<file path="src/rtl/mcr_pkg.sv">
// Shared constants and types for the maximum circumradius block.
package mcr_pkg;

   localparam int MAX_POINTS = 1024;
   localparam int ADDR_W     = $clog2(MAX_POINTS);
   localparam int CNT_W      = $clog2(MAX_POINTS + 1);
   localparam int COORD_W    = 16;
   localparam int DIFF_W     = COORD_W + 1;

   // multiplier operand and product widths
   localparam int MUL_IN_W   = 53;
   localparam int MUL_HALF_W = 27;
   localparam int MUL_OUT_W  = 2 * MUL_IN_W - 1;

   localparam int DET_W  = 36;
   localparam int SQ_W   = 35;
   localparam int NUM_W  = 104;
   localparam int DEN_W  = 72;
   localparam int FRAC_W = 16;
   localparam int DIVN_W = NUM_W + FRAC_W;
   localparam int RSQ_W  = 64;
   localparam int RAD_W  = 32;

   // product sequence for one triple
   localparam int OP_W = 4;
   localparam logic [OP_W-1:0] OP_XY   = 4'd0;
   localparam logic [OP_W-1:0] OP_YX   = 4'd1;
   localparam logic [OP_W-1:0] OP_XX12 = 4'd2;
   localparam logic [OP_W-1:0] OP_YY12 = 4'd3;
   localparam logic [OP_W-1:0] OP_XX13 = 4'd4;
   localparam logic [OP_W-1:0] OP_YY13 = 4'd5;
   localparam logic [OP_W-1:0] OP_NX_A = 4'd6;
   localparam logic [OP_W-1:0] OP_NX_B = 4'd7;
   localparam logic [OP_W-1:0] OP_NY_A = 4'd8;
   localparam logic [OP_W-1:0] OP_NY_B = 4'd9;
   localparam logic [OP_W-1:0] OP_NN_A = 4'd10;
   localparam logic [OP_W-1:0] OP_NN_B = 4'd11;
   localparam logic [OP_W-1:0] OP_DD   = 4'd12;

   typedef struct packed {
      logic signed [COORD_W-1:0] x;
      logic signed [COORD_W-1:0] y;
   } point_type;

endpackage

</file>
<file path="src/rtl/mcr_mul.sv">
// Signed multiplier built from four half-width partial products, one per cycle.
module mcr_mul (
   input  logic                                  clock,
   input  logic                                  reset,
   input  logic                                  start,
   input  logic signed [mcr_pkg::MUL_IN_W-1:0]   a,
   input  logic signed [mcr_pkg::MUL_IN_W-1:0]   b,
   output logic                                  done,
   output logic signed [mcr_pkg::MUL_OUT_W-1:0]  prod
);
   localparam int H = mcr_pkg::MUL_HALF_W;

   logic            busy_ff, busy_in;
   logic            done_ff, done_in;
   logic [2:0]      step_ff, step_in;
   logic [2*H-1:0]  ma_ff, ma_in, mb_ff, mb_in;
   logic            neg_ff, neg_in;
   logic [2*H-1:0]  part_ff, part_in;
   logic [4*H-1:0]  acc_ff, acc_in;
   logic [2:0]      pstep;
   logic [H-1:0]    asel, bsel;
   logic [4*H-1:0]  addend, result;
   logic [mcr_pkg::MUL_IN_W-1:0] a_mag, b_mag;

   always_comb begin
      a_mag = a[mcr_pkg::MUL_IN_W-1] ? mcr_pkg::MUL_IN_W'(-a) : mcr_pkg::MUL_IN_W'(a);
      b_mag = b[mcr_pkg::MUL_IN_W-1] ? mcr_pkg::MUL_IN_W'(-b) : mcr_pkg::MUL_IN_W'(b);
      asel  = step_ff[1] ? ma_ff[2*H-1:H] : ma_ff[H-1:0];
      bsel  = step_ff[0] ? mb_ff[2*H-1:H] : mb_ff[H-1:0];
      pstep = step_ff - 3'd1;
      case (pstep[1:0])
         2'd0:    addend = (4*H)'(part_ff);
         2'd1:    addend = (4*H)'(part_ff) << H;
         2'd2:    addend = (4*H)'(part_ff) << H;
         default: addend = (4*H)'(part_ff) << (2*H);
      endcase

      busy_in = busy_ff;
      done_in = 1'b0;
      step_in = step_ff;
      ma_in   = ma_ff;
      mb_in   = mb_ff;
      neg_in  = neg_ff;
      part_in = part_ff;
      acc_in  = acc_ff;
      if (start) begin
         busy_in = 1'b1;
         step_in = 3'd0;
         ma_in   = (2*H)'(a_mag);
         mb_in   = (2*H)'(b_mag);
         neg_in  = a[mcr_pkg::MUL_IN_W-1] ^ b[mcr_pkg::MUL_IN_W-1];
         acc_in  = '0;
      end else if (busy_ff) begin
         if (step_ff != 3'd4) begin
            part_in = asel * bsel;
         end
         if (step_ff != 3'd0) begin
            acc_in = acc_ff + addend;
         end
         step_in = step_ff + 3'd1;
         if (step_ff == 3'd4) begin
            busy_in = 1'b0;
            done_in = 1'b1;
         end
      end
      result = neg_ff ? -acc_ff : acc_ff;
   end

   always_ff @(posedge clock) begin
      if (reset) begin
         busy_ff <= 1'b0;
         done_ff <= 1'b0;
      end else begin
         busy_ff <= busy_in;
         done_ff <= done_in;
      end
      step_ff <= step_in;
      ma_ff   <= ma_in;
      mb_ff   <= mb_in;
      neg_ff  <= neg_in;
      part_ff <= part_in;
      acc_ff  <= acc_in;
   end

   assign done = done_ff;
   assign prod = $signed(result[mcr_pkg::MUL_OUT_W-1:0]);
endmodule

</file>
<file path="config.mk">
export PLATFORM = sky130hd
export DESIGN_NAME = mcr_mul
export DESIGN_NICKNAME = d
export VERILOG_FILES = /design/src/rtl/mcr_pkg.sv /design/src/rtl/mcr_mul.sv
export SDC_FILE = /design/constraint.sdc
export NUM_CORES = 2
export LEC_CHECK = 0
export BUFFER_PORTS_ARGS = -buffer_cell sky130_fd_sc_hd__buf_2
export CAP_MARGIN = 20
export CORE_MARGIN = 8
export CORE_UTILIZATION = 40
export CTS_BUF_LIST = sky130_fd_sc_hd__clkbuf_16
export CTS_CLUSTER_SIZE = 16
export DETAILED_ROUTE_END_ITERATION = 10
export GPL_TIMING_DRIVEN = 1
export HOLD_SLACK_MARGIN = 0.03
export PLACE_DENSITY = 0.58
export SYNTH_ARGS = -nofsm -noshare
export SYNTH_HDL_FRONTEND = slang
export SYNTH_SLANG_ARGS = --single-unit
</file>
<file path="constraint.sdc">
create_clock -name clock -period 16.6 [get_ports clock]
set_input_delay 0.83 -clock clock [delete_from_list [all_inputs] [get_ports clock]]
set_output_delay 0.83 -clock clock [all_outputs]
set_load 0.03 [all_outputs]
</file>
==> flow_summary.toml <==
[synthesis]
synth_edf_count = 161
syn_nets = 6140
ys_seq_elements = 271
synth_warnings = 0
synth_ff_type = "edfxtp_1"
ys_seq_area_share_pct = 16.07
synth.distinct_cells = 76
syn_avg_cell_area_um2 = 8.581
async_flop_share_pct = 0
syn-instance-count = 5102
syn_area_um2 = 43780

[clocking]
clk_pin_slew_ns = 0.06
ctsHoldBuffers = 0
clk_path_buf_depth = 3
clkLatencyLatePin_ns = 0.59
h-tree-depth = 2
cts.sinks = 271
cts_buffers = 35
cts_resized = 0
cts_tree = "done"
clockRootBuffer = "clkbuf_16"
post_cts_buffers = 0

[grt]
antenna_found_initial = 0
globalRouteOverflowTotal = 0
grt_usage_pct = 24.41
grt_pass1_wl_um = 227800
grt_max_degree = 106
grt_pass1_vias = 36920

[drt]
drt_iter0_markers = 3165
ant_nets = 0
drc = 0
viasPerCell = 5.519
wl_um = 150700
wl_per_cell_um = 22.79
first_pass_iters = 5
num_vias = 36500

[floorplanning]
pin_count = 215
coreArea_um2 = 108700
num_rows = 121
die_h_um = 346.8
dieArea_um2 = 120300
die_w_um = 346.8
start_util_pct = 40.28

[timing]
setup_viol = 0
fmax_mhz = 106.7
worst_pin_slew_ns = 1.160
tns_ns = 0
finalCriticalPeriod_ns = 9.373
finClkSkew_ns = 0.04985
drv_slew = 0
max_slew_margin_pct = 20.48
rsz0062_at_grt = "false"
period_share_pct = 56.46
hold_viol_final = 0

[final_layout]
fin_area_um2 = 47400
drive_above_1_share_pct = 8.253
syn_to_final_growth_pct = 8.262
nNetsFinal = 6213
fillCellCount = 10950
final_cell_mix = "inv_1 (793), nand2_1 (793), fa_1 (625)"

[critical_path]
crit_cells = 27
rr_startpoint = "step_ff[0]"
path_max_fanout = 48
cp_slowest_cell = "mux2i_1"
cp-endpoint = "part_ff[48]"
critical_path_buf_inv_count = 5
cp.arrival_ns = 9.70
critical_path_required_ns = 16.93
r2r_slack_ns = 7.23
critPathCaptureType = "register"
crit_path_max_incr_delay_ns = 1.02
path_delay_family = "adder cells"
critPathLaunchType = "register"
startpoint = "step_ff[0]"
ff2ff_path_depth = 27
worstSetupPathType = "reg2reg"
crit_path_frequent_cell = "fa_1"
reg2reg_to = "part_ff[48]"

[place]
numPortBuffers = 214
placed_area_um2 = 46250
place_hpwl_um = 120200
routabilityCongestion = 0.9717

[job]
max_cap_viol_count = 0

[worst_hold_path]
min_path_type = "in2reg"

[status]
status = "finished clean"
-- kinds of logic (layout without fill, tap and decap cells) --
| logic type | count (synthesis) | in the layout | share of synthesized area, % |
|---|---|---|---|
| buffers and inverters | 1024 | 1120 | 8.814 |
| flip-flops | 271 | 271 | 16.07 |
| other | 0 | 1 | 0 |
| adder cells (fa/ha/maj) | 929 | 929 | 37.27 |
| AO/OA/AOI/OAI | 865 | 865 | 12.59 |
| AND/OR/NAND/NOR | 1561 | 1561 | 15.78 |
| XOR/XNOR | 352 | 352 | 7.042 |
| multiplexers | 100 | 100 | 2.438 |
-- sequential cells by signal, summed over array words and instances, names as in the netlist --
name	flops
part_ff	54
mb_ff	53
ma_ff	53
step_ff	3
done	1
acc_ff	105
busy_ff	1
neg_ff	1
-- worst register-to-register path, stage by stage, from the launching register on --
cell and delay, ns:
dfxtp_2 0.39, buf_4 0.60, mux2i_1 1.03, nor2_1 0.20, fa_1 0.58, inv_1 0.06, fa_1 0.53, inv_1 0.04
fa_1 0.48, ha_1 0.14, inv_1 0.05, fa_1 0.54, inv_1 0.05, fa_1 0.46, fa_1 0.56, ha_1 0.40
o21ai_0 0.15, o21ai_0 0.18, o22ai_1 0.19, and3b_1 0.25, o31ai_1 0.68, o22ai_1 0.35, o22a_1 0.27, a21oi_1 0.38
a21o_1 0.19, a21o_1 0.13, a21boi_0 0.11, xnor2_1 0.15
-- cells in the mapped netlist, drive strengths merged, types with 33 or more instances --
cell type  instances  area (um^2)
a21o              95        713.2
a21oi            252         1261
a22o              59        516.8
and2              67        419.2
clkbuf           210        788.3
dfxtp            110         2202
edfxtp           161         4835
fa               625        12510
ha               304         3804
inv              784         2943
mux2              53        596.8
mux2i             47        470.5
nand2            793         2977
nand3             33        165.2
nand4             56        350.3
nor2             393         1475
o21ai            203         1016
o21bai            38        285.3
o31ai             70        525.5
o41ai             38        347.8
or3               35        229.0
or4               41        322.8
xnor2            289         2531
xor2              63        551.8
-- worst min-delay path by stage --
stage	startpoint	endpoint	slack, ns	depth (start not counted)
after floorplan	acc_ff[25]	acc_ff[25]	0.47	2
after global placement	acc_ff[60]	acc_ff[60]	0.49	2
after detailed placement	acc_ff[9]	acc_ff[9]	0.51	2
after CTS	reset	done	0.46	2
after global routing	reset	done	0.48	2
final	b[0]	mb_ff[0]	0.50	1
-- cell type report --
cell class / instances / area [um^2] / area share [%]
antenna: 1 / 2.502 / 0.005280
clock inverter: 25 / 254.0 / 0.5359
tap: 1414 / 1769 / 3.733
clock buffer: 35 / 875.8 / 1.848
inverter: 784 / 2943 / 6.209
multi-input combinational: 3807 / 32970 / 69.55
timing repair buffer: 276 / 1548 / 3.265
sequential: 271 / 7039 / 14.85
-- per-stage QoR --
stage / util (%) / instances / setup WS, ns / hold slack, ns
floorplan: - / 5102 / 8.132 / 0.4683
global placement: 42.55 / 6551 / 7.491 / 0.4898
detailed placement: 42.55 / 6551 / 7.317 / 0.5055
CTS: 43.59 / 6611 / 7.334 / 0.4607
global route: 43.60 / 6612 / 6.906 / 0.4766
finish: 43.60 / 6613 / 7.227 / 0.5016
-- routing by layer --
| layer | vias to the layer above | wire (um) | GRT usage, % |
|---|---|---|---|
| met3 | 299 | 13150 | 5.279 |
| li1 | 16710 | - | - |
| met2 | 1583 | 65590 | 37.99 |
| met5 | - | 0 | 0 |
| met1 | 17900 | 64830 | 33.04 |
| met4 | 0 | 7115 | 9.818 |
Power is left out: the tool's default activity adds up to more than one toggle a clock period on the data nets, which glitch-free logic cannot reach.
