===== src/rtl/mcr_pkg.sv =====
// Shared constants and types for the maximum circumradius block.
package mcr_pkg;

   localparam int MAX_POINTS = 1024;
   localparam int ADDR_W     = $clog2(MAX_POINTS);
   localparam int CNT_W      = $clog2(MAX_POINTS + 1);
   localparam int COORD_W    = 16;
   localparam int DIFF_W     = COORD_W + 1;

   // multiplier operand and product widths
   localparam int MUL_IN_W   = 53;
   localparam int MUL_HALF_W = 27;
   localparam int MUL_OUT_W  = 2 * MUL_IN_W - 1;

   localparam int DET_W  = 36;
   localparam int SQ_W   = 35;
   localparam int NUM_W  = 104;
   localparam int DEN_W  = 72;
   localparam int FRAC_W = 16;
   localparam int DIVN_W = NUM_W + FRAC_W;
   localparam int RSQ_W  = 64;
   localparam int RAD_W  = 32;

   // product sequence for one triple
   localparam int OP_W = 4;
   localparam logic [OP_W-1:0] OP_XY   = 4'd0;
   localparam logic [OP_W-1:0] OP_YX   = 4'd1;
   localparam logic [OP_W-1:0] OP_XX12 = 4'd2;
   localparam logic [OP_W-1:0] OP_YY12 = 4'd3;
   localparam logic [OP_W-1:0] OP_XX13 = 4'd4;
   localparam logic [OP_W-1:0] OP_YY13 = 4'd5;
   localparam logic [OP_W-1:0] OP_NX_A = 4'd6;
   localparam logic [OP_W-1:0] OP_NX_B = 4'd7;
   localparam logic [OP_W-1:0] OP_NY_A = 4'd8;
   localparam logic [OP_W-1:0] OP_NY_B = 4'd9;
   localparam logic [OP_W-1:0] OP_NN_A = 4'd10;
   localparam logic [OP_W-1:0] OP_NN_B = 4'd11;
   localparam logic [OP_W-1:0] OP_DD   = 4'd12;

   typedef struct packed {
      logic signed [COORD_W-1:0] x;
      logic signed [COORD_W-1:0] y;
   } point_type;

endpackage


===== src/rtl/mcr_sqrt.sv =====
// Integer square root, two radicand bits per cycle.
module mcr_sqrt (
   input  logic                        clock,
   input  logic                        reset,
   input  logic                        start,
   input  logic [mcr_pkg::RSQ_W-1:0]   value,
   output logic                        done,
   output logic [mcr_pkg::RAD_W-1:0]   root
);
   localparam int W = mcr_pkg::RSQ_W;

   logic          busy_ff, busy_in, done_ff, done_in;
   logic [W-1:0]  v_ff, v_in, res_ff, res_in, bit_ff, bit_in;
   logic [W-1:0]  trial;

   always_comb begin
      trial   = res_ff + bit_ff;
      busy_in = busy_ff;
      done_in = 1'b0;
      v_in    = v_ff;
      res_in  = res_ff;
      bit_in  = bit_ff;
      if (start) begin
         busy_in = 1'b1;
         v_in    = value;
         res_in  = '0;
         bit_in  = W'(1) << (W - 2);
      end else if (busy_ff) begin
         if (v_ff >= trial) begin
            v_in   = v_ff - trial;
            res_in = (res_ff >> 1) + bit_ff;
         end else begin
            res_in = res_ff >> 1;
         end
         bit_in = bit_ff >> 2;
         if (bit_in == '0) begin
            busy_in = 1'b0;
            done_in = 1'b1;
         end
      end
   end

   always_ff @(posedge clock) begin
      if (reset) begin
         busy_ff <= 1'b0;
         done_ff <= 1'b0;
      end else begin
         busy_ff <= busy_in;
         done_ff <= done_in;
      end
      v_ff   <= v_in;
      res_ff <= res_in;
      bit_ff <= bit_in;
   end

   assign done = done_ff;
   assign root = res_ff[mcr_pkg::RAD_W-1:0];
endmodule


===== config.mk =====
export PLATFORM = sky130hd
export DESIGN_NAME = mcr_sqrt
export DESIGN_NICKNAME = d
export VERILOG_FILES = /design/src/rtl/mcr_pkg.sv /design/src/rtl/mcr_sqrt.sv
export SDC_FILE = /design/constraint.sdc
export NUM_CORES = 1
export LEC_CHECK = 0
export ABC_AREA = 1
export BUFFER_PORTS_ARGS = -buffer_cell sky130_fd_sc_hd__buf_2
export CELL_PAD_IN_SITES_DETAIL_PLACEMENT = 0
export CELL_PAD_IN_SITES_GLOBAL_PLACEMENT = 1
export CORE_MARGIN = 2
export CORE_UTILIZATION = 44
export CTS_BUF_LIST = sky130_fd_sc_hd__clkbuf_16
export DETAILED_ROUTE_END_ITERATION = 6
export PLACE_DENSITY = 0.83
export SLEW_MARGIN = 20
export SYNTH_ARGS = -nofsm -noshare
export SYNTH_HDL_FRONTEND = slang
export SYNTH_SLANG_ARGS = --single-unit

===== constraint.sdc =====
create_clock -name clock -period 7 [get_ports clock]
set_input_delay 0 -clock clock [delete_from_list [all_inputs] [get_ports clock]]
set_output_delay 0 -clock clock [all_outputs]
set_load 0.02 [all_outputs]

==> results of run 1 <==
-- registers in the layout, summed over array words and instances (netlist names) --
name	count
res_ff	64
done	1
busy_ff	1
bit_ff	32
v_ff	64
-- per-layer routing --
metal,part of all wire (%),global-route usage (%),vias up,wire (um)
met5,0,0,-,0
met4,5.8,19.7,0,4870
met3,5.6,4.44,214,4770
met2,47,60.9,979,39400
met1,42,44.1,10700,35600
li1,-,-,11500,-
-- cell families after synthesis --
| family | count (synthesis) |
|---|---|
| flops | 162 |
| buf+inv | 610 |
| fa+ha+maj | 131 |
| simple gates | 2026 |
| compound gates | 503 |
| xor+xnor | 98 |
-- worst reg2reg max path, delay by kind of cell, from the launching register on --
family,cells,cell delay (ns)
flip-flops,1,0.62
adder cells (fa/ha/maj),2,0.73
AND/OR/NAND/NOR,18,3.85
AO/OA/AOI/OAI,1,0.32
buffers and inverters,1,0.32
-- through the flow --
step | area [um2] | cells | hold WS (ns)
final | 21900 | 4220 | 0.0535
after global routing | 21900 | 4220 | 0.0364
after CTS | 21900 | 4220 | 0.0230
after detailed placement | 20700 | 4124 | 0.178
after global placement | 20700 | 4124 | 0.179
after floorplan | 19900 | 3530 | 0.0787
-- path summary, 6_finish.rpt --
check	startpoint	endpoint	slack, ns	cells after the start
worst max-delay path	res_ff[10]	v_ff[24]	0.83	22
worst min-delay path	value[44]	v_ff[44]	0.05	3
worst max register to register	res_ff[10]	v_ff[24]	0.83	22
worst min register to register	res_ff[0]	res_ff[0]	0.51	2
-- synthesized netlist by cell type (2+ instances only) --
| cell type | n |
|---|---|
| nand2_4 | 3 |
| and3_1 | 2 |
| a21oi_1 | 247 |
| nor2_2 | 4 |
| nand4_1 | 33 |
| nor3_1 | 44 |
| nor2_1 | 390 |
| inv_1 | 495 |
| a31oi_1 | 14 |
| xor2_1 | 45 |
| o21ai_0 | 166 |
| buf_6 | 3 |
| buf_1 | 4 |
| dfxtp_1 | 98 |
| or2_2 | 17 |
| inv_2 | 2 |
| nor4_1 | 15 |
| buf_2 | 28 |
| o21bai_1 | 24 |
| o21a_1 | 3 |
| and2_1 | 4 |
| nand2_1 | 1198 |
| ha_1 | 130 |
| nand3b_1 | 30 |
| clkbuf_1 | 42 |
| a211oi_1 | 6 |
| edfxtp_1 | 64 |
| a21o_1 | 11 |
| buf_4 | 35 |
| xnor2_1 | 53 |
| o211ai_1 | 6 |
| o21ai_1 | 18 |
| nand3_1 | 283 |
-- power by group --
part,switching [W],internal (W)
registers,0.000390,0.00137
clock network,0.000536,0.000486
logic,0.00389,0.00191
-- area by class of cell --
type	instances	area [um2]	area share, %
well taps	592	741	3.38
clock buffers	17	425	1.94
clock inverters	15	179	0.815
flip-flops and latches	162	3880	17.7
repair buffers	179	1280	5.85
multi-input cells	2758	13600	61.8
inverters	497	1870	8.50
-- what timing repair did --
| item | CTS | global route |
|---|---|---|
| hold buffers | 64 | 0 |
| resized for setup | 0 | 0 |
| hold endpoints to repair | 65 | 0 |
| buffers inserted | 0 | 0 |
==> qor.txt, run 1 <==
Outcome -> finished, violations left
Violated checks -> DRC
Core Box Area -> 0.0444 mm2
Setup Total Neg Slack -> 0 ns
Max Slew Vio Count -> 0
Final nets -> 3,813
Initial antenna violation count -> 0
Vias in the first global route -> 22,800
Worst skew pair latency -> 0.52 ns
Clock transition at path regs -> 0.08 ns
Min Tclk post-route -> 6.17 ns
CTS tree -> yes
Power per standard cell area -> 391 mW/mm2
Worst Setup Path Type -> flop to flop
Io pins -> 100
Wirelength per Cell -> 20.0 um
Final hold viol count -> 0
CP arrival -> 6.38 ns
Port bufs -> 99
Post-Synth Simple-Gate Area -> 42.0%
DP HPWL -> 68.4 mm
Mux share of post-synthesis cell area -> 0%
Utilization after layout -> 49.4%
Critical Path Start Type -> flop
Slowest stage delay, CP -> 0.65 ns
Max cap viols -> 0
Total CTS buffers -> 17
GRT Util Overall -> 35.8%
Synth unique cells -> 46
Die Y -> 217 um
Most common cell after layout, fill and taps aside -> nand2_1
Warning count from the yosys run -> 0
Hold Crit Class -> primary input to flop
VDD IR max -> 0.260 mV
Worst-path cell chain -> ha_1 -> nand2_1 -> o21ai_1 -> nand2_1 -> nand3_1 -> nand2_1 -> nand3_1 -> nand2_1 -> nand2_1 -> nand4_1 -> nand3b_1 -> nand2_1 -> ha_1 -> nand2_1 -> nor3_1 -> nand2_1 -> nor3_4 -> nand2_4 -> nand2_4 -> nand2_4 -> nand2_2 -> buf_12
Clock sink total -> 162
Max frequency -> 0.162 GHz
Largest fanout on the critical path -> 36
Synth Area in Adders -> 8.26%
ANT cells -> 0
P&R area growth vs syn -> 10.1%
Site row count -> 77
Layout cells sized above 1 -> 5.04%
Tot Pwr -> 0.00858 W
First-pass GRT wire length -> 128 mm
Commonest non-fill, non-tap cells in the layout -> nand2_1 (1,197), inv_1 (493), nor2_1 (390)
Synth Flop Type -> dfxtp_1
H-tree depth -> 4
Most used cell, CP -> nand2_1
Endpoints failing setup -> 0
TritonRoute pass-1 iters -> 7
Synth top area cells -> nand2_1 (23%), dfxtp_1 (9.8%), edfxtp_1 (9.6%)
Number of fill cells -> 4,834
RSZ-0062 raised after global routing -> false
Final worst setup slack -> 0.835 ns
Worst slew margin -> 37.7%
Main combinational cell family by area after synthesis -> simple AND/OR/NAND/NOR gates
Pin count of the biggest net entering global routing -> 72
Synth Area in XOR/XNOR -> 4.31%
DRC -> 2
Synth area leader -> nand2_1
Mapped Area -> 0.0199 mm2
WP buf/inv -> 1
Syn_area_per_cell -> 5.64 um2
Cells after Synth -> 3,530
Worst-Margin Slew -> 0.935 ns
Die area -> 0.0470 mm2
Clk_skew -> 0.0223 ns
Worst path top cell family by delay -> simple AND/OR/NAND/NOR gates
Period utilization -> 88.1%
Vias per inst -> 5.55
Clk buf depth -> 2
Root Driver -> clkbuf_16
Total Routed Length -> 84.6 mm
Syn_nets -> 3,728
Top cell type's share of synthesized area -> 22.6%
Slowest cell on crit path -> nand2_2
FFs w/ async S/R, synth -> 0%
Critical Path RT -> 7.21 ns
Leakage power -> 9.97 nW
DP Worst Slack -> 0.896 ns
CP Capture Type -> flop
DRT iter0 DRCs -> 2,186
DR vias -> 23,400
Number of synthesized register bits -> 162
Initial core utilization -> 44.9%
Compound-gate portion of the synthesized area -> 13.5%
GR Overflow Total -> 0
Sequential cell area fraction in the yosys report -> 19.5%
Post-route ant nets -> 0
RePlAce Congestion -> 1.00
Post-synth EDFFs -> 64
Die width -> 217 um
Note: power is estimated with default switching activity, not from simulation.
==> run 2: changes to the inputs <==
- CELL_PAD_IN_SITES_GLOBAL_PLACEMENT: 1 -> 2
- CORE_UTILIZATION: 44 -> 33
- PLACE_DENSITY: 0.83 -> 0.82
==> qor.txt, run 2 (same netlist as run 1, synthesis figures left out) <==
Outcome -> completed
Cts hold-fix bufs -> 65
P&R area growth vs syn -> 11.2%
Worst Setup EP -> v_ff[25]
TritonRoute pass-1 iters -> 7
DRT iter0 DRCs -> 1,789
Endpoints failing setup -> 0
Slowest cell on crit path -> dfxtp_1
Most common cell after layout, fill and taps aside -> nand2_1
Max Slew Vio Count -> 0
CP startpoint -> res_ff[16]
Clk buf depth -> 2
Worst reg2reg path endpoint -> v_ff[25]
Post-CTS Resized -> 0
Die area -> 0.0624 mm2
Worst slew margin -> 30.8%
Commonest non-fill, non-tap cells in the layout -> nand2_1 (1,197), inv_1 (493), nor2_1 (390)
Total Routed Length -> 87.8 mm
H-tree depth -> 4
RSZ-0062 raised after global routing -> false
WP buf/inv -> 2
Root Driver -> clkbuf_16
Vias in the first global route -> 22,100
Clock transition at path regs -> 0.08 ns
Pin count of the biggest net entering global routing -> 86
Tot Pwr -> 0.00864 W
CP Capture Type -> flop
Die width -> 250 um
Setup Total Neg Slack -> 0 ns
CTS tree -> yes
Critical Path Start Type -> flop
RePlAce Congestion -> 0.945
Min Hold Slack -> 0.115 ns
Worst-path cell chain -> ha_1 -> nand2_1 -> o21ai_0 -> nand2_1 -> o21ai_0 -> inv_1 -> nand2_1 -> nand3_1 -> nand2_1 -> xnor2_1 -> ha_1 -> nand2_1 -> nor2_1 -> nand3_1 -> nor2_1 -> nand4_1 -> nand3_2 -> nand2_4 -> nand2_4 -> nand2_4 -> nand2_2 -> buf_12
Largest fanout on the critical path -> 64
Worst skew pair latency -> 0.53 ns
CP Depth -> 22
First-pass GRT wire length -> 132 mm
GRT Util Overall -> 28.0%
Largest regs -> res_ff x64, v_ff x64, bit_ff x32
# Post-CTS Setup Buffers -> 0
Core Box Area -> 0.0600 mm2
R2R Setup Slk -> 0.99 ns
Period utilization -> 85.8%
Most used cell, CP -> nand2_1
Power per standard cell area -> 390 mW/mm2
Placed inst area -> 0.0209 mm2
Port bufs -> 99
Layout cells sized above 1 -> 5.04%
Initial core utilization -> 33.2%
Hold Crit Class -> primary input to flop
Leakage power -> 9.96 nW
Slowest stage delay, CP -> 0.58 ns
Worst path top cell family by delay -> simple AND/OR/NAND/NOR gates
Comb pwr share -> 67.7%
Die Y -> 250 um
DP HPWL -> 71.9 mm
Clock sink total -> 162
Max cap viols -> 0
Min Tclk post-route -> 6.01 ns
DRC -> 0
Design area -> 0.0222 mm2
Total CTS buffers -> 17
Critical Path RT -> 7.15 ns
Post-route ant nets -> 0
Number of fill cells -> 6,907
Sw power -> 0.00488 W
Final nets -> 3,815
Clock share of power -> 11.6%
Register share of total power -> 20.7%
Clk_skew -> 0.0227 ns
Wirelength per Cell -> 19.9 um
Reg2Reg Depth -> 22
Max frequency -> 0.166 GHz
Sw Share -> 56.5%
ANT cells -> 0
Worst-Margin Slew -> 1.04 ns
Vias per inst -> 5.12
P_int -> 0.00376 W
GR Overflow Total -> 0
Io pins -> 100
CP arrival -> 6.16 ns
Site row count -> 90
VDD IR max -> 0.226 mV
Initial antenna violation count -> 1
RR Startpoint -> res_ff[16]
DR vias -> 22,600
Worst Setup Path Type -> flop to flop
Final hold viol count -> 0
[run 2: changes by cell type in the layout (fill, tap and decap cells not counted), sizes merged]
cell,change
inv,-2
dlygate4sd3,+1
buf,+1
clkinv,+2
[run 2: worst min path at each step]
stage | from | end | slack, ns | cells after the start
floorplan | reset | done | 0.08 | 1
global placement | reset | busy_ff | 0.19 | 2
detailed placement | reset | busy_ff | 0.19 | 2
CTS | start | res_ff[37] | 0.10 | 4
global route | start | res_ff[45] | 0.13 | 3
finish | start | res_ff[21] | 0.12 | 3
[run 2: stage by stage]
step / utilization, % / setup WS [ns] / std cells
6_report: 36.9 / 0.993 / 4412
3_5_place_dp: 34.9 / 1.11 / 4315
3_3_place_gp: 34.9 / 1.06 / 4315
2_1_floorplan: - / 2.03 / 3530
4_1_cts: 36.9 / 1.09 / 4412
5_1_grt: 36.9 / 0.651 / 4412
[run 2: power by group through the flow]
stage	clock network (W)	registers, W	logic [W]
after floorplan	0	0.00155	0.00421
after global placement	0	0.00179	0.00577
after detailed placement	0	0.00180	0.00573
after CTS	0.00102	0.00178	0.00579
after global routing	0.00105	0.00183	0.00653
final	0.00100	0.00179	0.00585
[run 2: layout make-up]
cell class / instances / area [um2] / share of cell area, %
multi-input cells: 2758 / 13600 / 61.2
flip-flops and latches: 162 / 3880 / 17.5
inverters: 497 / 1870 / 8.43
repair buffers: 181 / 1290 / 5.82
well taps: 782 / 978 / 4.42
clock buffers: 17 / 425 / 1.92
clock inverters: 15 / 140 / 0.633
[run 2: worst register-to-register path, stage by stage, from the launching register on]
cell     delay [ns]
dfxtp_1        0.58
ha_1           0.27
nand2_1        0.09
o21ai_0        0.39
nand2_1        0.18
o21ai_0        0.18
inv_1          0.05
nand2_1        0.21
nand3_1        0.17
nand2_1        0.26
xnor2_1        0.18
ha_1           0.38
nand2_1        0.13
nor2_1         0.21
nand3_1        0.15
nor2_1         0.20
nand4_1        0.23
nand3_2        0.18
nand2_4        0.30
nand2_4        0.42
nand2_4        0.26
nand2_2        0.17
buf_12         0.32
[run 2: metal layers]
metal / up-vias / share of wire, % / global-route usage (%) / wire (um)
met5: - / 0.0091 / 0 / 8
met4: 2 / 4.0 / 12.1 / 3540
met3: 134 / 3.9 / 2.53 / 3400
met2: 590 / 47 / 47.0 / 40900
met1: 10400 / 46 / 36.5 / 40000
li1: 11500 / - / - / -
