## src/rtl/mcr_pkg.sv

```systemverilog
// Shared constants and types for the maximum circumradius block.
package mcr_pkg;

   localparam int MAX_POINTS = 1024;
   localparam int ADDR_W     = $clog2(MAX_POINTS);
   localparam int CNT_W      = $clog2(MAX_POINTS + 1);
   localparam int COORD_W    = 16;
   localparam int DIFF_W     = COORD_W + 1;

   // multiplier operand and product widths
   localparam int MUL_IN_W   = 53;
   localparam int MUL_HALF_W = 27;
   localparam int MUL_OUT_W  = 2 * MUL_IN_W - 1;

   localparam int DET_W  = 36;
   localparam int SQ_W   = 35;
   localparam int NUM_W  = 104;
   localparam int DEN_W  = 72;
   localparam int FRAC_W = 16;
   localparam int DIVN_W = NUM_W + FRAC_W;
   localparam int RSQ_W  = 64;
   localparam int RAD_W  = 32;

   // product sequence for one triple
   localparam int OP_W = 4;
   localparam logic [OP_W-1:0] OP_XY   = 4'd0;
   localparam logic [OP_W-1:0] OP_YX   = 4'd1;
   localparam logic [OP_W-1:0] OP_XX12 = 4'd2;
   localparam logic [OP_W-1:0] OP_YY12 = 4'd3;
   localparam logic [OP_W-1:0] OP_XX13 = 4'd4;
   localparam logic [OP_W-1:0] OP_YY13 = 4'd5;
   localparam logic [OP_W-1:0] OP_NX_A = 4'd6;
   localparam logic [OP_W-1:0] OP_NX_B = 4'd7;
   localparam logic [OP_W-1:0] OP_NY_A = 4'd8;
   localparam logic [OP_W-1:0] OP_NY_B = 4'd9;
   localparam logic [OP_W-1:0] OP_NN_A = 4'd10;
   localparam logic [OP_W-1:0] OP_NN_B = 4'd11;
   localparam logic [OP_W-1:0] OP_DD   = 4'd12;

   typedef struct packed {
      logic signed [COORD_W-1:0] x;
      logic signed [COORD_W-1:0] y;
   } point_type;

endpackage

```

## src/rtl/mcr_div.sv

```systemverilog
// Restoring divider, one quotient bit per cycle, saturating to 64 bits.
module mcr_div (
   input  logic                           clock,
   input  logic                           reset,
   input  logic                           start,
   input  logic [mcr_pkg::DIVN_W-1:0]     num,
   input  logic [mcr_pkg::DEN_W-1:0]      den,
   output logic                           done,
   output logic [mcr_pkg::RSQ_W-1:0]      quot
);
   localparam int NW = mcr_pkg::DIVN_W;
   localparam int DW = mcr_pkg::DEN_W;
   localparam int CW = $clog2(NW);

   logic                            busy_ff, busy_in, done_ff, done_in;
   logic [CW-1:0]                   cnt_ff, cnt_in;
   logic [NW-1:0]                   nsh_ff, nsh_in;
   logic [DW-1:0]                   den_ff, den_in, rem_ff, rem_in;
   logic [mcr_pkg::RSQ_W-1:0]       q_ff, q_in;
   logic                            ovf_ff, ovf_in;
   logic [DW:0]                     rem_sh, rem_sub;
   logic                            ge;

   always_comb begin
      rem_sh  = {rem_ff, nsh_ff[NW-1]};
      rem_sub = rem_sh - {1'b0, den_ff};
      ge      = rem_sh >= {1'b0, den_ff};

      busy_in = busy_ff;
      done_in = 1'b0;
      cnt_in  = cnt_ff;
      nsh_in  = nsh_ff;
      den_in  = den_ff;
      rem_in  = rem_ff;
      q_in    = q_ff;
      ovf_in  = ovf_ff;
      if (start) begin
         busy_in = 1'b1;
         cnt_in  = '0;
         nsh_in  = num;
         den_in  = den;
         rem_in  = '0;
         q_in    = '0;
         ovf_in  = 1'b0;
      end else if (busy_ff) begin
         rem_in = ge ? rem_sub[DW-1:0] : rem_sh[DW-1:0];
         q_in   = {q_ff[mcr_pkg::RSQ_W-2:0], ge};
         ovf_in = ovf_ff | q_ff[mcr_pkg::RSQ_W-1];
         nsh_in = nsh_ff << 1;
         cnt_in = cnt_ff + 1'b1;
         if (cnt_ff == CW'(NW - 1)) begin
            busy_in = 1'b0;
            done_in = 1'b1;
         end
      end
   end

   always_ff @(posedge clock) begin
      if (reset) begin
         busy_ff <= 1'b0;
         done_ff <= 1'b0;
      end else begin
         busy_ff <= busy_in;
         done_ff <= done_in;
      end
      cnt_ff <= cnt_in;
      nsh_ff <= nsh_in;
      den_ff <= den_in;
      rem_ff <= rem_in;
      q_ff   <= q_in;
      ovf_ff <= ovf_in;
   end

   assign done = done_ff;
   assign quot = ovf_ff ? '1 : q_ff;
endmodule

```

## config.mk

```make
export PLATFORM = sky130hd
export DESIGN_NAME = mcr_div
export DESIGN_NICKNAME = d
export VERILOG_FILES = /design/src/rtl/mcr_pkg.sv /design/src/rtl/mcr_div.sv
export SDC_FILE = /design/constraint.sdc
export NUM_CORES = 1
export LEC_CHECK = 0
export BUFFER_PORTS_ARGS = -buffer_cell sky130_fd_sc_hd__buf_2
export CAP_MARGIN = 20
export CORE_MARGIN = 5
export CORE_UTILIZATION = 58
export DETAILED_ROUTE_END_ITERATION = 6
export PLACE_DENSITY_LB_ADDON = 0.12
export SLEW_MARGIN = 20
export SYNTH_ARGS = -nofsm -noshare
export SYNTH_HDL_FRONTEND = slang
export SYNTH_SLANG_ARGS = --single-unit
```

## constraint.sdc

```tcl
create_clock -name clock -period 5.25 [get_ports clock]
set_clock_uncertainty 0.2 [all_clocks]
set_input_delay 0 -clock clock [delete_from_list [all_inputs] [get_ports clock]]
set_output_delay 0 -clock clock [all_outputs]
set_load 0.05 [all_outputs]
```

==> metrics.md, run 1 <==
| Metric | Value |
|---|---|
| Number of CTS-inserted buffers | `37` |
| Fraction of synthesized cell area taken by the top area cell type | `around 32%` |
| Async set-reset flop share out of synthesis | `0%` |
| Parity-gate share of the synthesized area counting xor and xnor cells | `around 3.3%` |
| Min-delay worst type | `input pin to register` |
| Net Count, Synth | `approximately 2000` |
| Pin count of the biggest net entering global routing | `approximately 170` |
| Largest driver fanout on the critical path | `6` |
| Number of endpoints with negative hold slack in the final report | `1` |
| Max clock buf depth | `3` |
| CORE AREA | `roughly 0.03 mm^2` |
| Number of violations reported at the end of detailed-routing iteration 0 | `approximately 1200` |
| Element type at the critical path end | `register` |
| Total Die Area | `around 0.035 mm^2` |
| Combinational family with the most area after synthesis | `simple AND/OR/NAND/NOR gates` |
| Worst endpoint required time | `around 5.4 ns` |
| Hpwl dp | `30.3 mm` |
| Area share of and/or/nand/nor cells after synthesis | `13.5%` |
| Vertical extent of the die | `about 190 um` |
| Maximum Capacitance Violations | `0` |
| Sequential fraction of the synthesis area | `between 40% and 50%` |
| Startpoint Class | `register` |
| Synthesized area per cell | `~10 um^2` |
| Final layout net count | `about 2500` |
| Complex-gate fraction of the synthesized area | `approximately 13%` |
| Adder-cell share of the synthesized area | `under 10%` |
| Setup TNS Final | `0 ns` |
| Timing-limited maximum frequency | `roughly 0.26 GHz` |
| Clk pwr share | `approximately two fifths` |
| Number of top-level design ports | `260` |
| Placer's final routability congestion estimate | `just over 0.9` |
| Flip-flop and latch count after synthesis | `338` |
| Post-route antenna net violation count | `0` |
| Crit share post-route | `roughly 74%` |
| Worst skew pair latency | `around 0.53 ns` |
| Final setup violating endpoints | `0` |
| Worst hold path stage count | `2` |
| Critical path class | `register to register` |
| Actual slew at the worst max-slew pin | `around 0.89 ns` |
| X dimension of the die | `approximately 190 um` |
| Clock net sink count | `around 340` |
| Max transition margin | `approximately two fifths` |
| Power density of the placed cells | `around 320 mW/mm^2` |
| Comb power frac | `roughly a fifth` |
| Worst-case hold slack | `-0.00656 ns` |
| Initial antenna violation count | `10` |
| Yosys warning total | `0` |
| Failing checks | `negative hold slack` |
| Drt total wl | `about 50 mm` |
| Peak supply drop | `between 0.0002 and 0.0003 V` |
| Cell area after technology mapping | `0.0180 mm^2` |
| Count of input and output buffers | `~260` |
| Count of mapped cells out of synthesis | `about 1800` |
| Count of flip-flops with a built-in enable after synthesis | `about 190` |
| Via-per-instance ratio | `around 5.6` |
| Top cell type by total area after synthesis | `sky130_fd_sc_hd__edfxtp_1` |
| CTS tree | `yes` |
| Result of the run | `finished, violations left` |
| Switching component of the power | `between 0.002 and 0.0025 W` |
| Routed WL per cell | `about 19 um` |
| Minimum clock period after layout | `roughly 3.9 ns` |
| Share of total power consumed by net switching | `~27%` |
| Setup repair after global routing missed its margin | `false` |
| Filler cell count | `around 2100` |
| Total routing usage reported by global routing | `between 20% and 30%` |
| Most common cell after layout, fill and taps aside | `sky130_fd_sc_hd__buf_2` |
| First-pass GRT wire length | `between 70 and 80 mm` |
| Vias after detailed routing | `15000` |
| FF-to-FF path depth | `13` |
| Clock tree root driver cell | `sky130_fd_sc_hd__clkbuf_16` |
| Internal power component | `roughly 0.0054 W` |
| Syn-to-layout area delta | `29.8%` |
| Clock transition time at the flip-flop clock pins of the worst setup and hold paths | `~0.060 ns` |
| Commonest cells after routing, fill and taps aside | `sky130_fd_sc_hd__buf_2, sky130_fd_sc_hd__dlygate4sd3_1, sky130_fd_sc_hd__edfxtp_1` |
| Number of core rows | `64` |
| Total DRC errors in the routed layout | `0` |
| WP data arrival | `about 4.1 ns` |
| Largest cells by area after synthesis | `sky130_fd_sc_hd__edfxtp_1, sky130_fd_sc_hd__dfxtp_1, sky130_fd_sc_hd__mux2_2, sky130_fd_sc_hd__ha_1, sky130_fd_sc_hd__mux2i_1` |
| Prevailing post-synth register cell | `sky130_fd_sc_hd__edfxtp_1` |
| Number of global-route vias before repair | `15100` |
| Ratio of cells with drive above 1 in the final layout | `between 20% and 30%` |
| Detailed-routing iteration count for the pre-antenna-repair pass | `5` |
| Leakage power of the design | `around 10 nW` |
| Share of synthesized area spent on multiplexers | `approximately 11%` |
| Count of unique library cells instantiated by Yosys | `between 70 and 80` |
| Overall overflow remaining after global route | `0` |
| Effective utilization at floorplan | `around 59%` |
| Proportion of power drawn by flip-flops and latches | `between 40% and 50%` |
| Register Area | `0.00869 mm^2` |
| Max-slew violation total from the final report | `0` |
| Number of levels the H-tree was split into | `2` |
| Combined area of the multi-input logic cells | `about 0.0084 mm^2` |
cell type report:
| class | instances | area share [%] |
|---|---|---|
| tap | 396 | 2.12 |
| multi-input combinational | 1215 | 36.2 |
| sequential | 338 | 37.3 |
| antenna | 7 | 0.0751 |
| clock buffer | 49 | 4.43 |
| clock inverter | 19 | 1.18 |
| inverter | 105 | 1.70 |
| timing repair buffer | 528 | 17.1 |
kinds of logic (layout without fill, tap and decap cells):
family,Yosys count,count (layout)
muxes,190,190
adders and majority gates,74,74
AOI/OAI and AO/OA,365,365
DFF,338,338
xor gates and xnor gates,67,67
other,0,7
buffers and inverters,207,701
and+or+nand+nor,519,519
stage by stage:
stage               std cells  util [%]  instance area [um^2]  total power, W  setup slack [ns]
floorplan                1760         -                 18000         0.00407              1.44
global placement         2326      63.5                 19400         0.00435              1.55
detailed placement       2326      63.5                 19400         0.00438              1.35
CTS                      2649      76.2                 23300         0.00732              1.38
global route             2656      76.2                 23300         0.00767              1.10
finish                   2657      76.2                 23300         0.00736              1.35
power by group through the flow:
stage | registers (W) | clock network (W) | logic, W
3_5_place_dp | 0.00317 | 0 | 0.00121
4_1_cts | 0.00312 | 0.00284 | 0.00137
6_report | 0.00313 | 0.00282 | 0.00141
2_1_floorplan | 0.00313 | 0 | 0.000937
5_1_grt | 0.00314 | 0.00298 | 0.00154
3_3_place_gp | 0.00316 | 0 | 0.00119
sequential cells by signal, indices dropped and copies added (netlist names):
| name | count |
|---|---|
| q_ff | 64 |
| nsh_ff | 120 |
| done | 1 |
| cnt_ff | 7 |
| rem_ff | 72 |
| busy_ff | 1 |
| ovf_ff | 1 |
| den_ff | 72 |
cells in the mapped netlist, types with 10 or more instances:
cell type	n
sky130_fd_sc_hd__nand2b_1	10
sky130_fd_sc_hd__o21bai_1	16
sky130_fd_sc_hd__a21oi_1	109
sky130_fd_sc_hd__nor3_1	19
sky130_fd_sc_hd__mux2_2	121
sky130_fd_sc_hd__nor2b_1	15
sky130_fd_sc_hd__clkbuf_1	79
sky130_fd_sc_hd__xnor2_1	43
sky130_fd_sc_hd__a31oi_1	14
sky130_fd_sc_hd__nor2_1	167
sky130_fd_sc_hd__o21ai_0	64
sky130_fd_sc_hd__a311oi_1	36
sky130_fd_sc_hd__or2_2	70
sky130_fd_sc_hd__ha_1	73
sky130_fd_sc_hd__o211ai_1	12
sky130_fd_sc_hd__nand3_1	21
sky130_fd_sc_hd__o21a_1	11
sky130_fd_sc_hd__dfxtp_1	146
sky130_fd_sc_hd__a21o_1	27
sky130_fd_sc_hd__xor2_1	24
sky130_fd_sc_hd__nand4_1	31
sky130_fd_sc_hd__or3_1	10
sky130_fd_sc_hd__inv_1	105
sky130_fd_sc_hd__edfxtp_1	192
sky130_fd_sc_hd__o21ai_1	13
sky130_fd_sc_hd__nand2_1	155
sky130_fd_sc_hd__mux2i_1	69
worst max-delay path: stages, from the launching register on:
cell and delay, ns:
sky130_fd_sc_hd__edfxtp_1 0.33, sky130_fd_sc_hd__inv_1 0.04, sky130_fd_sc_hd__ha_1 0.37, sky130_fd_sc_hd__a21oi_1 0.26
sky130_fd_sc_hd__nand2_1 0.11, sky130_fd_sc_hd__or2_2 0.34, sky130_fd_sc_hd__a21oi_1 0.33, sky130_fd_sc_hd__o211ai_1 0.21
sky130_fd_sc_hd__a31oi_1 0.27, sky130_fd_sc_hd__o21ai_1 0.25, sky130_fd_sc_hd__a21boi_0 0.57, sky130_fd_sc_hd__nand3_1 0.17
sky130_fd_sc_hd__o221ai_1 0.20, sky130_fd_sc_hd__o22ai_1 0.10
path summary, 6_finish.rpt:
path | from | to | slack, ns
hold reg to reg | rem_ff[16] | rem_ff[16] | 0.27
setup reg to reg | den_ff[4] | rem_ff[63] | 1.35
setup / recovery | den_ff[4] | rem_ff[63] | 1.35
hold / removal | den[66] | den_ff[66] | -0.007
layer usage:
layer / part of all wire (%) / GRT usage [%] / vias up
li1: - / - / 7250
met1: 41 / 35.2 / 7153
met2: 50 / 49.2 / 478
met3: 6.8 / 6.51 / 106
met4: 2.7 / 8.13 / 6
met5: 0.052 / 0 / -
what timing repair did:
| action | CTS | global route |
|---|---|---|
| resized for setup | 0 | 0 |
| hold buffers | 255 | 1 |
| setup buffers | 0 | 0 |
| hold endpoints to repair | 258 | 1 |
(Power assumes the default switching activity.)
==> run 2, diff against run 1 <==
==> constraint.sdc (replaced) <==
create_clock -name clock -period 3.9 [get_ports clock]
set_clock_uncertainty 0.2 [all_clocks]
set_input_delay 0 -clock clock [delete_from_list [all_inputs] [get_ports clock]]
set_output_delay 0 -clock clock [all_outputs]
set_load 0.05 [all_outputs]
==> run 2 against run 1 <==
- the run now ends clean
- worst setup slack got worse by 1.1 ns
- sequential cell count did not move
- critical path type unchanged
- largest power group unchanged
- via count grew 2.0%
- wire length up 0.66%
==> metrics.md, run 2 (synthesis gave the netlist of run 1 again) <==
| Metric | Value |
|---|---|
| Clock transition time at the flip-flop clock pins of the worst setup and hold paths | `0.06 ns` |
| Share of total power consumed by net switching | `around 28%` |
| Hpwl dp | `between 30 and 40 mm` |
| Crit share post-route | `approximately 94%` |
| Number of endpoints with negative hold slack in the final report | `0` |
| Non-Filler Cell Area, Final | `between 0.02 and 0.025 mm^2` |
| Worst endpoint required time | `4.08 ns` |
| Min-delay worst type | `input pin to register` |
| Pin count of the biggest net entering global routing | `156` |
| Switching component of the power | `0.00268 W` |
| Overall overflow remaining after global route | `0` |
| Total DRC errors in the routed layout | `0` |
| First-pass GRT wire length | `roughly 80 mm` |
| Actual slew at the worst max-slew pin | `about 1.1 ns` |
| Proportion of power drawn by flip-flops and latches | `roughly 44%` |
| Number of flip-flops in the largest register | `120` |
| Startpoint Class | `register` |
| Minimum clock period after layout | `roughly 3.7 ns` |
| Largest driver fanout on the critical path | `4` |
| Initial antenna violation count | `5` |
| Clock net sink count | `about 340` |
| Maximum Capacitance Violations | `0` |
| Vias after detailed routing | `about 15000` |
| Largest registers | `nsh_ff (120), den_ff (72), rem_ff (72)` |
| Number of top-level design ports | `between 200 and 300` |
| Buffer count from post-CTS setup fixing | `0` |
| Buffers and inverters on the worst path | `1` |
| Peak supply drop | `around 0.00041 V` |
| Internal power component | `roughly 0.0068 W` |
| WP data arrival | `roughly 3.8 ns` |
| Element type at the critical path end | `register` |
| X dimension of the die | `186 um` |
| Final setup violating endpoints | `0` |
| Power density of the placed cells | `between 400 and 500 mW/mm^2` |
| Max-slew violation total from the final report | `0` |
| Commonest cells after routing, fill and taps aside | `sky130_fd_sc_hd__buf_2, sky130_fd_sc_hd__dlygate4sd3_1, sky130_fd_sc_hd__edfxtp_1` |
| Worst skew pair latency | `about 0.53 ns` |
| Ratio of cells with drive above 1 in the final layout | `between 20% and 30%` |
| Total Die Area | `~0.035 mm^2` |
| Routed WL per cell | `18.9 um` |
| Effective utilization at floorplan | `between 50% and 60%` |
| Number of violations reported at the end of detailed-routing iteration 0 | `roughly 1400` |
| CTS tree | `yes` |
| Number of global-route vias before repair | `15300` |
| Vertical extent of the die | `approximately 190 um` |
| Timing-limited maximum frequency | `between 0.2 and 0.3 GHz` |
| Clock tree root driver cell | `sky130_fd_sc_hd__clkbuf_16` |
| Final layout net count | `2501` |
| Placer's final routability congestion estimate | `~0.95` |
| Filler cell count | `roughly 2100` |
| Max transition margin | `28.6%` |
| Post-route antenna net violation count | `0` |
| Comb power frac | `about 21%` |
| Total routing usage reported by global routing | `28.6%` |
| Critical path class | `register to register` |
| Series of cell instances along the critical path | `inv_1 > ha_1 > fa_1 > nor2b_1 > o211a_1 > o2111a_1 > nor4_4 > o31ai_4 > a311oi_2 > o21ai_1 > a21boi_1 > or3b_1 > a21oi_1 > a2111oi_2` |
| Via-per-instance ratio | `5.74` |
| Number of CTS-inserted buffers | `37` |
| Area after detailed placement | `~0.020 mm^2` |
| Number of levels the H-tree was split into | `2` |
| Drt total wl | `slightly above 50 mm` |
| Number of core rows | `between 60 and 70` |
| Cell family with most CP delay | `compound AO/OA/AOI/OAI gates` |
| Setup repair after global routing missed its margin | `false` |
| Slowest cell delay on critical path | `~0.38 ns` |
| Setup TNS Final | `0 ns` |
| CORE AREA | `0.0306 mm^2` |
| Register containing the most flip-flops in the final layout | `nsh_ff` |
| Most common cell after layout, fill and taps aside | `sky130_fd_sc_hd__buf_2` |
| Pwr Total | `0.00951 W` |
| Max stage delay cell, worst path | `sky130_fd_sc_hd__fa_1` |
| Count of input and output buffers | `259` |
| Clk pwr share | `a little over a third` |
| Syn-to-layout area delta | `29.4%` |
| Result of the run | `finished, final reports clean` |
| Detailed-routing iteration count for the pre-antenna-repair pass | `6` |
| Max clock buf depth | `3` |
| Leakage power of the design | `9.96 nW` |
## run 2: changes by cell type in the layout (fill, tap and decap cells not counted), moves of 2 or more
| cell | before | now |
|---|---|---|
| sky130_fd_sc_hd__bufinv_16 | 6 | 0 |
| sky130_fd_sc_hd__buf_12 | 1 | 5 |
| sky130_fd_sc_hd__clkbuf_1 | 7 | 14 |
| sky130_fd_sc_hd__buf_4 | 12 | 21 |
| sky130_fd_sc_hd__dlygate4sd3_1 | 256 | 250 |
| sky130_fd_sc_hd__diode_2 | 7 | 5 |
## run 2: layer usage
metal | up-vias | routed length (um) | global-route usage, % | share of wire, %
met2 | 595 | 25000 | 49.9 | 50
met1 | 7315 | 20400 | 35.9 | 40
met4 | 4 | 1360 | 8.42 | 2.7
met3 | 120 | 3620 | 5.96 | 7.2
met5 | - | 21 | 0 | 0.042
li1 | 7254 | - | - | -
## run 2: timing repair
item	in CTS	in global routing
resized for setup	0	2
setup endpoints to repair	0	46
hold buffers	249	1
hold endpoints to repair	231	1
## run 2: power by group through the flow
stage               Clock (W)  Sequential, W  Combinational (W)
floorplan                   0        0.00422            0.00126
global placement            0        0.00425            0.00165
detailed placement          0        0.00426            0.00168
CTS                   0.00338        0.00419            0.00189
global route          0.00357        0.00423            0.00213
finish                0.00336        0.00420            0.00195
## run 2: final cells by class
cell class,instances,area (um^2),area share [%]
Inverter,105,397,1.71
Sequential cell,338,8690,37.4
Timing Repair Buffer,535,4070,17.5
Clock buffer,55,1040,4.49
Clock inverter,13,95.1,0.409
Tap cell,396,495,2.13
Multi-Input combinational cell,1215,8450,36.3
Antenna cell,5,12.5,0.0538
## run 2: stage by stage
step / setup slack [ns] / hold WS, ns / instances / utilization, %
6_report: 0.231 / 0.0157 / 2662 / 76.0
5_1_grt: 0.00650 / 0.0226 / 2660 / 76.0
4_1_cts: 0.140 / 0.00359 / 2656 / 75.9
3_5_place_dp: 0.140 / -0.0300 / 2339 / 64.0
3_3_place_gp: 0.311 / -0.0314 / 2339 / 64.0
2_1_floorplan: 0.0903 / -0.128 / 1760 / -
## run 2: worst paths after layout
path | startpoint | to | slack [ns] | cells after the start
hold reg to reg | rem_ff[12] | rem_ff[12] | 0.27 | 2
setup reg to reg | nsh_ff[119] | rem_ff[60] | 0.23 | 14
setup / recovery | nsh_ff[119] | rem_ff[60] | 0.23 | 14
hold / removal | den[14] | den_ff[14] | 0.02 | 2
==> run 3, diff against run 2 <==
==> constraint.sdc (replaced) <==
create_clock -name clock -period 3.9 [get_ports clock]
set_clock_uncertainty 0.2 [all_clocks]
set_input_delay 0.39 -clock clock [delete_from_list [all_inputs] [get_ports clock]]
set_output_delay 0.39 -clock clock [all_outputs]
set_load 0.05 [all_outputs]
==> run 3 against run 2 <==
- critical path depth did not move
- non-clock buffer count is 49 lower
- first-iteration DRC count decreased by 16%
- sequential share of layout area up 0.76 points
- combinational power down 2%
- worst setup slack got worse by 0.027 ns
- worst hold slack improved by 0.11 ns
- via count decreased by 2.6%
- critical path type unchanged
- design area decreased by 2.0%
- global-route usage decreased by 1.4 points
- register-to-register slack got worse by 0.03 ns
==> metrics.md, run 3 (synthesis gave the netlist of run 1 again) <==
| Metric | Value |
|---|---|
| Number of CTS-inserted buffers | `37` |
| Element type at the critical path end | `register` |
| Detailed-routing iteration count for the pre-antenna-repair pass | `5` |
| Effective utilization at floorplan | `58.7%` |
| Number of core rows | `64` |
| Number of flip-flops in the largest register | `120` |
| Vertical extent of the die | `186 um` |
| First-pass GRT wire length | `about 76 mm` |
| Total routing usage reported by global routing | `a little over a quarter` |
| Post-route antenna net violation count | `0` |
| Pin count of the biggest net entering global routing | `between 100 and 150` |
| Number of levels the H-tree was split into | `2` |
| Crit share post-route | `94.8%` |
| Final layout net count | `2453` |
| Clock tree root driver cell | `sky130_fd_sc_hd__clkbuf_16` |
| Peak supply drop | `0.000454 V` |
| Hpwl dp | `31.1 mm` |
| Cell family with most CP delay | `compound AO/OA/AOI/OAI gates` |
| Critical Path Most Common Cell | `sky130_fd_sc_hd__a21oi_1` |
| Largest registers | `nsh_ff (120), den_ff (72), rem_ff (72)` |
| Maximum Capacitance Violations | `0` |
| Placer's final routability congestion estimate | `between 0.9 and 1` |
| CORE AREA | `0.0306 mm^2` |
| Largest driver fanout on the critical path | `6` |
| Routed WL per cell | `~19 um` |
| Final setup violating endpoints | `0` |
| Number of global-route vias before repair | `about 15000` |
| Clock transition time at the flip-flop clock pins of the worst setup and hold paths | `about 0.060 ns` |
| Clock net sink count | `~340` |
| Clk pwr share | `35.9%` |
| Worst skew pair latency | `0.54 ns` |
| CTS tree | `yes` |
| Buffers and inverters on the worst path | `2` |
| Timing-limited maximum frequency | `0.271 GHz` |
| Via-per-instance ratio | `approximately 5.7` |
| Internal power component | `just under 0.007 W` |
| Slowest cell delay on critical path | `about 0.4 ns` |
| Non-Filler Cell Area, Final | `0.0228 mm^2` |
| Series of cell instances along the critical path | `inv_1 > ha_1 > a21oi_1 > nand2_1 > or2_2 > a21oi_1 > o211ai_1 > a31oi_1 > o21ai_2 > a21boi_0 > buf_4 > nand3_1 > o221ai_1 > o22ai_1` |
| Ratio of cells with drive above 1 in the final layout | `between 20% and 30%` |
| Max clock buf depth | `3` |
| Proportion of power drawn by flip-flops and latches | `between 40 and 50%` |
| Number of endpoints with negative hold slack in the final report | `0` |
| Number of top-level design ports | `260` |
| Max-slew violation total from the final report | `0` |
| Minimum clock period after layout | `about 3.7 ns` |
| Syn-to-layout area delta | `26.8%` |
| X dimension of the die | `between 150 and 200 um` |
| Register containing the most flip-flops in the final layout | `nsh_ff` |
| Worst slack at placement | `roughly 0.13 ns` |
| Initial antenna violation count | `5` |
| Most common cell after layout, fill and taps aside | `sky130_fd_sc_hd__buf_2` |
| Min-delay worst type | `input pin to register` |
| Actual slew at the worst max-slew pin | `1.07 ns` |
| Vias after detailed routing | `roughly 15000` |
| Count of input and output buffers | `roughly 260` |
| Max stage delay cell, worst path | `sky130_fd_sc_hd__a31oi_1` |
| Max transition margin | `about 28%` |
| Critical path class | `register to register` |
| Total Die Area | `0.0346 mm^2` |
| Power density of the placed cells | `418 mW/mm^2` |
| Overall overflow remaining after global route | `0` |
| Leakage power of the design | `9.79 nW` |
| Total DRC errors in the routed layout | `0` |
| Share of total power consumed by net switching | `around 28%` |
| Area after detailed placement | `between 0.015 and 0.02 mm^2` |
| WP data arrival | `3.87 ns` |
| Worst endpoint required time | `4.08 ns` |
| Switching component of the power | `0.00263 W` |
| Worst setup slack after layout | `about 0.20 ns` |
| Result of the run | `finished, final reports clean` |
| Drt total wl | `48.6 mm` |
| Number of violations reported at the end of detailed-routing iteration 0 | `1171` |
| Comb power frac | `20.1%` |
| Startpoint Class | `register` |
| Commonest cells after routing, fill and taps aside | `sky130_fd_sc_hd__buf_2, sky130_fd_sc_hd__dlygate4sd3_1, sky130_fd_sc_hd__edfxtp_1` |
-- run 3: changes by cell type in the layout (fill, tap and decap cells not counted), sizes merged --
cell / before / now
o211ai: 13 / 14
inv: 107 / 106
bufinv: 0 / 1
clkbuf: 55 / 54
clkinv: 10 / 8
dlygate4sd3: 250 / 193
diode: 5 / 4
buf: 285 / 293
clkinvlp: 1 / 0
-- run 3: metrics by stage --
stage | utilization [%] | instances | setup TNS, ns | hold WS (ns) | power [W]
6_report | 74.5 | 2609 | 0 | 0.128 | 0.00953
5_1_grt | 74.5 | 2608 | -0.00356 | 0.137 | 0.00993
4_1_cts | 74.3 | 2602 | 0 | 0.123 | 0.00949
3_5_place_dp | 64.2 | 2345 | 0 | 0.251 | 0.00595
3_3_place_gp | 64.2 | 2345 | 0 | 0.253 | 0.00592
2_1_floorplan | - | 1760 | 0 | 0.230 | 0.00548
-- run 3: worst paths after layout --
| check | startpoint | end | slack, ns | cells after the start |
|---|---|---|---|---|
| max | den_ff[4] | rem_ff[63] | 0.20 | 14 |
| min | start | rem_ff[66] | 0.13 | 2 |
| max reg2reg | den_ff[4] | rem_ff[63] | 0.20 | 14 |
| min reg2reg | q_ff[0] | q_ff[0] | 0.26 | 2 |
-- run 3: routing by layer --
layer | global-route usage (%) | share of wire [%] | vias up
met2 | 46.3 | 48 | 568
met3 | 6.70 | 7.2 | 111
met5 | 0 | 0.014 | -
li1 | - | - | 7157
met1 | 34.6 | 41 | 7060
met4 | 8.10 | 3.2 | 2
-- run 3: area by class of cell --
class                      instances  area, um^2
tap                              396         495
clock inverter                    10        96.3
inverter                         105         397
clock buffer                      54        1070
sequential                       338        8690
fill                            2137        7800
antenna                            4        10.0
multi-input combinational       1216        8470
timing repair buffer             486        3560
-- run 3: power groups by stage --
stage / combinational, W / clock, W / sequential [W]
2_1_floorplan: 0.00126 / 0 / 0.00422
3_3_place_gp: 0.00167 / 0 / 0.00425
3_5_place_dp: 0.00170 / 0 / 0.00426
4_1_cts: 0.00186 / 0.00344 / 0.00419
5_1_grt: 0.00210 / 0.00361 / 0.00422
6_report: 0.00191 / 0.00342 / 0.00420
-- run 3: what timing repair did --
| action | in CTS | in global routing |
|---|---|---|
| setup buffers | 0 | 2 |
| hold endpoints to repair | 194 | 0 |
| hold buffers | 193 | 0 |
| resized for setup | 0 | 4 |
| setup endpoints to repair | 0 | 56 |
